## config.mk

```make
export PLATFORM = sky130hd
export DESIGN_NAME = vlab_lane
export DESIGN_NICKNAME = d
export VERILOG_FILES = /design/src/rtl/vlab_pkg.sv /design/src/rtl/vlab_fp_add.sv /design/src/rtl/vlab_fp_mul.sv /design/src/rtl/vlab_lane.sv
export SDC_FILE = /design/constraint.sdc
export NUM_CORES = 2
export LEC_CHECK = 0
export ABC_AREA = 1
export BUFFER_PORTS_ARGS = -buffer_cell sky130_fd_sc_hd__buf_2
export CAP_MARGIN = 25
export CORE_AREA = 8 8 352 354
export DETAILED_ROUTE_END_ITERATION = 10
export DIE_AREA = 0 0 360 362
export PLACE_DENSITY = 0.77
export SYNTH_ARGS = -nofsm -noshare
export SYNTH_HDL_FRONTEND = slang
export SYNTH_SLANG_ARGS = --single-unit
```

## constraint.sdc

```tcl
create_clock -name clk_i -period 12.6 [get_ports clk_i]
set_clock_uncertainty 0.15 [all_clocks]
set_input_delay 3.15 -clock clk_i [delete_from_list [all_inputs] [get_ports clk_i]]
set_output_delay 3.15 -clock clk_i [all_outputs]
set_load 0.005 [all_outputs]
```

## src/rtl/vlab_pkg.sv

```systemverilog
`timescale 1ns / 1ps
// Package for the vector lerp and additive blend block: opcode codes,
// float constants, pipeline latency and a leading-zero counter.
package vlab_pkg;

  typedef enum logic {
    OP_LERP     = 1'b0,
    OP_ADDITIVE = 1'b1
  } opcode_e;

  typedef logic [31:0] fp32_t;

  localparam fp32_t CANON_NAN = 32'h7FC0_0000;
  localparam logic [7:0] EXP_MAX = 8'hFF;

  // Cycles from item entry to the registered lane result.
  localparam int LANE_LAT = 7;

  localparam int unsigned CNT_W = 3;

  function automatic logic [5:0] clz48(input logic [47:0] v);
    logic [5:0] n;
    n = 6'd48;
    for (int i = 0; i < 48; i++) begin
      if (v[i]) begin
        n = 6'(47 - i);
      end
    end
    return n;
  endfunction

endpackage

```

## src/rtl/vlab_fp_add.sv

```systemverilog
`timescale 1ns / 1ps
// Two-stage fp32 adder, round to nearest even, subnormals kept.
// Depends on vlab_pkg.
module vlab_fp_add (
  input  logic                clk_i,
  input  logic                en_i,
  input  vlab_pkg::fp32_t     a_i,
  input  vlab_pkg::fp32_t     b_i,
  output vlab_pkg::fp32_t     sum_o
);

  logic        a_nan, b_nan, a_inf, b_inf, swap, sub;
  vlab_pkg::fp32_t x, y;
  logic [7:0]  ex, ey, d;
  logic [26:0] mx3, my3, ys;
  logic [27:0] sum_d;

  logic [27:0] sum_q;
  logic [7:0]  exp_q;
  logic        sign_q, sub_q, nan_q, inf_q;
  vlab_pkg::fp32_t res_q, res_d;

  always_comb begin
    a_nan = (a_i[30:23] == vlab_pkg::EXP_MAX) && (a_i[22:0] != '0);
    b_nan = (b_i[30:23] == vlab_pkg::EXP_MAX) && (b_i[22:0] != '0);
    a_inf = (a_i[30:23] == vlab_pkg::EXP_MAX) && (a_i[22:0] == '0);
    b_inf = (b_i[30:23] == vlab_pkg::EXP_MAX) && (b_i[22:0] == '0);
    swap  = a_i[30:0] < b_i[30:0];
    x     = swap ? b_i : a_i;
    y     = swap ? a_i : b_i;
    sub   = x[31] ^ y[31];
    ex    = (x[30:23] == '0) ? 8'd1 : x[30:23];
    ey    = (y[30:23] == '0) ? 8'd1 : y[30:23];
    d     = ex - ey;
    mx3   = {(x[30:23] != '0), x[22:0], 3'b000};
    my3   = {(y[30:23] != '0), y[22:0], 3'b000};
    if (d >= 8'd27) begin
      ys = {26'd0, (my3 != '0)};
    end else begin
      ys = (my3 >> d) | {26'd0, ((my3 & ((27'd1 << d) - 27'd1)) != '0)};
    end
    sum_d = sub ? ({1'b0, mx3} - {1'b0, ys}) : ({1'b0, mx3} + {1'b0, ys});
  end

  always_ff @(posedge clk_i) begin
    if (en_i) begin
      sum_q  <= sum_d;
      exp_q  <= ex;
      sign_q <= x[31];
      sub_q  <= sub;
      nan_q  <= a_nan | b_nan | (a_inf & b_inf & sub);
      inf_q  <= a_inf | b_inf;
    end
  end

  logic [5:0]  lz28, lz27;
  logic [7:0]  lim;
  logic [4:0]  sh;
  logic [26:0] m;
  logic [8:0]  e;
  logic        up, sgn;
  logic [24:0] mr;
  logic [23:0] mant;

  always_comb begin
    lz28 = vlab_pkg::clz48({sum_q, 20'hFFFFF});
    lz27 = lz28 - 6'd1;
    lim  = exp_q - 8'd1;
    m    = '0;
    sh   = '0;
    e    = '0;
    if (sum_q[27]) begin
      m = {sum_q[27:2], sum_q[1] | sum_q[0]};
      e = {1'b0, exp_q} + 9'd1;
    end else begin
      sh = ({2'b00, lz27} < lim) ? lz27[4:0] : lim[4:0];
      m  = sum_q[26:0] << sh;
      e  = {1'b0, exp_q} - {4'd0, sh};
    end
    up = m[2] & (m[1] | m[0] | m[3]);
    mr = {1'b0, m[26:3]} + {24'd0, up};
    if (mr[24]) begin
      mant = mr[24:1];
      e    = e + 9'd1;
    end else begin
      mant = mr[23:0];
    end
    sgn = (sum_q == '0) ? (sub_q ? 1'b0 : sign_q) : sign_q;
    if (nan_q) begin
      res_d = vlab_pkg::CANON_NAN;
    end else if (inf_q || (mant[23] && (e >= 9'd255))) begin
      res_d = {sgn, vlab_pkg::EXP_MAX, 23'd0};
    end else begin
      res_d = {sgn, (mant[23] ? e[7:0] : 8'd0), mant[22:0]};
    end
  end

  always_ff @(posedge clk_i) begin
    if (en_i) begin
      res_q <= res_d;
    end
  end

  assign sum_o = res_q;

endmodule

```

## src/rtl/vlab_fp_mul.sv

```systemverilog
`timescale 1ns / 1ps
// Three-stage fp32 multiplier, round to nearest even, subnormals kept.
// Depends on vlab_pkg.
module vlab_fp_mul (
  input  logic            clk_i,
  input  logic            en_i,
  input  vlab_pkg::fp32_t a_i,
  input  vlab_pkg::fp32_t b_i,
  output vlab_pkg::fp32_t prod_o
);

  logic a_nan, b_nan, a_inf, b_inf, a_zero, b_zero;
  logic [23:0] ma, mb;
  logic [7:0]  ea, eb;

  logic [47:0] p_q;
  logic signed [10:0] es_q;
  logic sign1_q, nan1_q, inf1_q, zero1_q;

  always_comb begin
    a_nan  = (a_i[30:23] == vlab_pkg::EXP_MAX) && (a_i[22:0] != '0);
    b_nan  = (b_i[30:23] == vlab_pkg::EXP_MAX) && (b_i[22:0] != '0);
    a_inf  = (a_i[30:23] == vlab_pkg::EXP_MAX) && (a_i[22:0] == '0);
    b_inf  = (b_i[30:23] == vlab_pkg::EXP_MAX) && (b_i[22:0] == '0);
    a_zero = (a_i[30:0] == '0);
    b_zero = (b_i[30:0] == '0);
    ma     = {(a_i[30:23] != '0), a_i[22:0]};
    mb     = {(b_i[30:23] != '0), b_i[22:0]};
    ea     = (a_i[30:23] == '0) ? 8'd1 : a_i[30:23];
    eb     = (b_i[30:23] == '0) ? 8'd1 : b_i[30:23];
  end

  always_ff @(posedge clk_i) begin
    if (en_i) begin
      p_q     <= ma * mb;
      es_q    <= $signed({3'b000, ea}) + $signed({3'b000, eb}) - 11'sd127;
      sign1_q <= a_i[31] ^ b_i[31];
      nan1_q  <= a_nan | b_nan | (a_inf & b_zero) | (b_inf & a_zero);
      inf1_q  <= a_inf | b_inf;
      zero1_q <= a_zero | b_zero;
    end
  end

  logic [5:0]  lz;
  logic [47:0] pn, shr;
  logic signed [10:0] ebig, shs;
  logic [23:0] mant_d;
  logic        g_d, st_d, lost;
  logic [9:0]  e_d;

  always_comb begin
    lz   = vlab_pkg::clz48(p_q);
    pn   = p_q << lz;
    ebig = es_q + 11'sd1 - $signed({5'd0, lz});
    shs  = 11'sd1 - ebig;
    shr  = '0;
    lost = 1'b0;
    if (ebig >= 11'sd1) begin
      shr  = pn;
      e_d  = ebig[9:0];
    end else begin
      e_d = 10'd1;
      if (shs > 11'sd48) begin
        shr  = '0;
        lost = (pn != '0);
      end else begin
        shr  = pn >> shs[5:0];
        lost = ((pn & ((48'd1 << shs[5:0]) - 48'd1)) != '0);
      end
    end
    mant_d = shr[47:24];
    g_d    = shr[23];
    st_d   = (shr[22:0] != '0) | lost;
  end

  logic [23:0] mant_q;
  logic        g_q, st_q, sign2_q, nan2_q, inf2_q, zero2_q;
  logic [9:0]  e_q;

  always_ff @(posedge clk_i) begin
    if (en_i) begin
      mant_q  <= mant_d;
      g_q     <= g_d;
      st_q    <= st_d;
      e_q     <= e_d;
      sign2_q <= sign1_q;
      nan2_q  <= nan1_q;
      inf2_q  <= inf1_q;
      zero2_q <= zero1_q;
    end
  end

  logic [24:0] mr;
  logic [23:0] mant;
  logic [9:0]  e;
  vlab_pkg::fp32_t res_d, res_q;

  always_comb begin
    mr = {1'b0, mant_q} + {24'd0, g_q & (st_q | mant_q[0])};
    e  = e_q;
    if (mr[24]) begin
      mant = mr[24:1];
      e    = e_q + 10'd1;
    end else begin
      mant = mr[23:0];
    end
    if (nan2_q) begin
      res_d = vlab_pkg::CANON_NAN;
    end else if (inf2_q || (mant[23] && (e >= 10'd255))) begin
      res_d = {sign2_q, vlab_pkg::EXP_MAX, 23'd0};
    end else if (zero2_q) begin
      res_d = {sign2_q, 31'd0};
    end else begin
      res_d = {sign2_q, (mant[23] ? e[7:0] : 8'd0), mant[22:0]};
    end
  end

  always_ff @(posedge clk_i) begin
    if (en_i) begin
      res_q <= res_d;
    end
  end

  assign prod_o = res_q;

endmodule

```

## src/rtl/vlab_lane.sv

```systemverilog
`timescale 1ns / 1ps
// One blend lane: difference, scale by weight, add to base, zero if unused.
// Depends on vlab_pkg, vlab_fp_add and vlab_fp_mul.
module vlab_lane (
  input  logic              clk_i,
  input  logic              en_i,
  input  vlab_pkg::opcode_e op_i,
  input  logic              active_i,
  input  vlab_pkg::fp32_t   base_i,
  input  vlab_pkg::fp32_t   target_i,
  input  vlab_pkg::fp32_t   reference_i,
  input  vlab_pkg::fp32_t   weight_i,
  output vlab_pkg::fp32_t   res_o
);

  vlab_pkg::fp32_t other, neg_other, diff, prod, sum;
  vlab_pkg::fp32_t base_q [5];
  vlab_pkg::fp32_t weight_q [2];
  logic [vlab_pkg::LANE_LAT-1:0] active_q;

  assign other     = (op_i == vlab_pkg::OP_ADDITIVE) ? reference_i : base_i;
  assign neg_other = {~other[31], other[30:0]};

  always_ff @(posedge clk_i) begin
    if (en_i) begin
      base_q[0]   <= base_i;
      for (int i = 1; i < 5; i++) begin
        base_q[i] <= base_q[i-1];
      end
      weight_q[0] <= weight_i;
      weight_q[1] <= weight_q[0];
      active_q    <= {active_q[vlab_pkg::LANE_LAT-2:0], active_i};
    end
  end

  vlab_fp_add u_sub (
    .clk_i (clk_i),
    .en_i  (en_i),
    .a_i   (target_i),
    .b_i   (neg_other),
    .sum_o (diff)
  );

  vlab_fp_mul u_mul (
    .clk_i  (clk_i),
    .en_i   (en_i),
    .a_i    (diff),
    .b_i    (weight_q[1]),
    .prod_o (prod)
  );

  vlab_fp_add u_add (
    .clk_i (clk_i),
    .en_i  (en_i),
    .a_i   (base_q[4]),
    .b_i   (prod),
    .sum_o (sum)
  );

  assign res_o = active_q[vlab_pkg::LANE_LAT-1] ? sum : '0;

endmodule

```

==> reports/metrics.cfg <==
[setup_path]
crit_end = u_sub.sum_q[23]$_DFFE_PP_
crit_required_ns = 12.88
worst_setup_path_start_kind = primary input
worst_ep_arrival_time_ns = 12.09
cp_slowest_cell = o21ai_0
crit_type = primary input to flop
cp_max_fo = 25
worstRegToRegCells = 63
cp_slowest_stage_delay_ns = 0.54
regToRegSetupSlack_ns = 1.70
endpoint_kind = flop
rr_endpoint = u_add.sum_q[24]$_DFFE_PP_
startpoint = op_i
rr_startpoint = u_mul.prod_o[6]$_SDFFCE_PP0P_
worst_path_dominant_cell_family = compound AO/OA/AOI/OAI gates
crit_cells = 58
cpMostUsedCell = nand2_1
path_buf_inv = 9

[logic_synthesis]
synth_edf_count = 510
syn_inst = 8632
syn_nets = 9667
ys_types = 81
postSynth.asyncResetShare_pct = 0
ys_ff_latch = 510
syn_area_sq_um = 63500
yosysWarnings = 0
synthFlopType = edfxtp_1
ys_seq_area_share_pct = 24.1
avgSynthCellArea_sq_um = 7.35

[sta]
slew_viol_final = 0
hold_ws_ns = 0.238
setup_violations = 0
rsz0062_at_grt = false
worst_pin_slew_ns = 1.03
slew_headroom_pct = 30.8
fin_crit_sh_pct = 93.7
setup_tns_ns = 0
finalHoldViolCount = 0
period_needed_ns = 11.81
fmax_mhz = 84.7

[clock_network]
cts_tree = done
cts_inserted_buffers = 58
clk_pin_slew_ns = 0.06
cts_buffer_depth = 3
cts_max_level = 2
clock_sinks = 510
root_buffer = clkbuf_16
cts-hold-fix-buffers = 0
worstSkewPairLatency_ns = 0.69

[global_route]
grt_pass1_wl_um = 310000
grt_max_degree = 96
grt_use_total_pct = 29.2
overflow = 0
antenna_found_initial = 5
grt_pass1_vias = 57446

[placement]
gp_congestion = 1.01
dp_hpwl_um = 153000
port_buffers = 163

[detailed_routing]
wire_per_inst_um = 18.9
finalWirelength_um = 196000
dr_total_vias = 59393
routed_via_density = 5.74
route.detailed.drc = 0
drt-pass1-iter-count = 6
drtIter0Drc = 5999
drtAntennaViolNets = 0

[worst_hold_path]
hp-class = flop to flop

[die]
placement_rows = 127
core_sq_um = 119000
floorplan.initialDensity_pct = 53.5
io_pins = 164
dieHeight_um = 362
die_area_sq_um = 130000
die_x_um = 360

[cells_and_area]
layout_commonest_cell = nand2_1
finish.net_count = 9788
drive_above_1_share_pct = 8.25
utilization_pct = 58.2
final_cell_mix = nand2_1, inv_1, nand3_1
syn2layout_area_growth_pct = 8.76

[status]
status = finished clean

[run]
maxCapViolCount = 0

registers in the layout, indices dropped and copies added, names as in the netlist, 24 cells and up:
signal	flops
u_sub.sum_q	28
u_mul.mant_q	24
u_add.sum_q	28
u_mul.p_q	48
u_mul.prod_o	32
u_add.sum_o	32
weight_q	64
base_q	160
u_sub.sum_o	32
how the worst min path moves through the flow:
stage	startpoint	to	slack [ns]	cells past startpoint
floorplan	active_q[0]$_DFFE_PP_	active_q[1]$_DFFE_PP_	0.25	0
global placement	weight_q[0][4]$_DFFE_PP_	weight_q[0][36]$_DFFE_PP_	0.25	0
detailed placement	base_q[0][70]$_DFFE_PP_	base_q[0][102]$_DFFE_PP_	0.25	0
CTS	weight_q[0][0]$_DFFE_PP_	weight_q[0][32]$_DFFE_PP_	0.24	0
global route	weight_q[0][0]$_DFFE_PP_	weight_q[0][32]$_DFFE_PP_	0.24	0
finish	weight_q[0][0]$_DFFE_PP_	weight_q[0][32]$_DFFE_PP_	0.24	0
metrics by stage:
stage	area [sq um]	std cells	setup WS, ns
after floorplan	63500	8632	0.100
after global placement	66900	10236	-0.0124
after detailed placement	66900	10238	-0.218
after CTS	68900	10347	0.486
after global routing	69000	10351	0.0106
final	69000	10351	0.795
per-layer routing:
metal / share of wire, % / wire, um / up-vias / track usage (%)
met5: 0.0087 / 17 / - / 0
met4: 3.7 / 7230 / 2 / 9.71
met3: 10 / 19700 / 489 / 5.96
met2: 44 / 87200 / 2840 / 46.5
met1: 42 / 82000 / 27850 / 40.0
li1: - / - / 28212 / -
Yosys cell counts, types with 17 or more instances:
| library cell | n | area [sq um] |
|---|---|---|
| nand2_1 | 2174 | 8160 |
| inv_1 | 1370 | 5140 |
| nand3_1 | 815 | 4080 |
| nor2_1 | 580 | 2180 |
| edfxtp_1 | 510 | 15300 |
| fa_1 | 490 | 9810 |
| ha_1 | 413 | 5170 |
| o21ai_0 | 402 | 2010 |
| clkbuf_1 | 311 | 1170 |
| a21oi_1 | 274 | 1370 |
| xor2_1 | 178 | 1560 |
| o21ai_1 | 131 | 656 |
| nand4_1 | 112 | 701 |
| nor3_1 | 94 | 470 |
| xnor2_1 | 86 | 753 |
| o22ai_1 | 78 | 488 |
| buf_1 | 58 | 218 |
| nor4_1 | 55 | 344 |
| mux2i_1 | 47 | 470 |
| inv_2 | 41 | 154 |
| o21bai_1 | 29 | 218 |
| or2_2 | 29 | 181 |
| o211ai_1 | 24 | 180 |
| o31ai_1 | 23 | 173 |
| a31oi_1 | 19 | 119 |
| o221ai_1 | 17 | 149 |
area by class of cell:
type	instances	area (sq um)
Fill cell	10785	49700
Multi-Input combinational cell	6293	41200
Sequential cell	510	15300
Inverter	1424	5350
Timing Repair Buffer	466	3170
Tap cell	1548	1940
Clock buffer	64	1470
Clock inverter	45	541
Antenna cell	1	2.50
repair_timing:
item	in CTS	in global routing
setup endpoints to repair	0	12
buffers inserted	0	1
gates resized for setup	0	14
kinds of logic (layout without fill, tap and decap cells):
kind of cell | Yosys count | in the layout | synth area share, %
AOI/OAI and AO/OA | 1122 | 1122 | 10.2
xor gates and xnor gates | 264 | 264 | 3.64
adders and majority gates | 903 | 903 | 23.6
buffers and inverters | 1829 | 1999 | 11.0
DFF | 510 | 510 | 24.1
muxes | 48 | 48 | 0.759
other | 0 | 1 | 0
and+or+nand+nor | 3956 | 3956 | 26.6
Power is left out: the tool's default activity adds up to more than one toggle a clock period on the data nets, which glitch-free logic cannot reach.
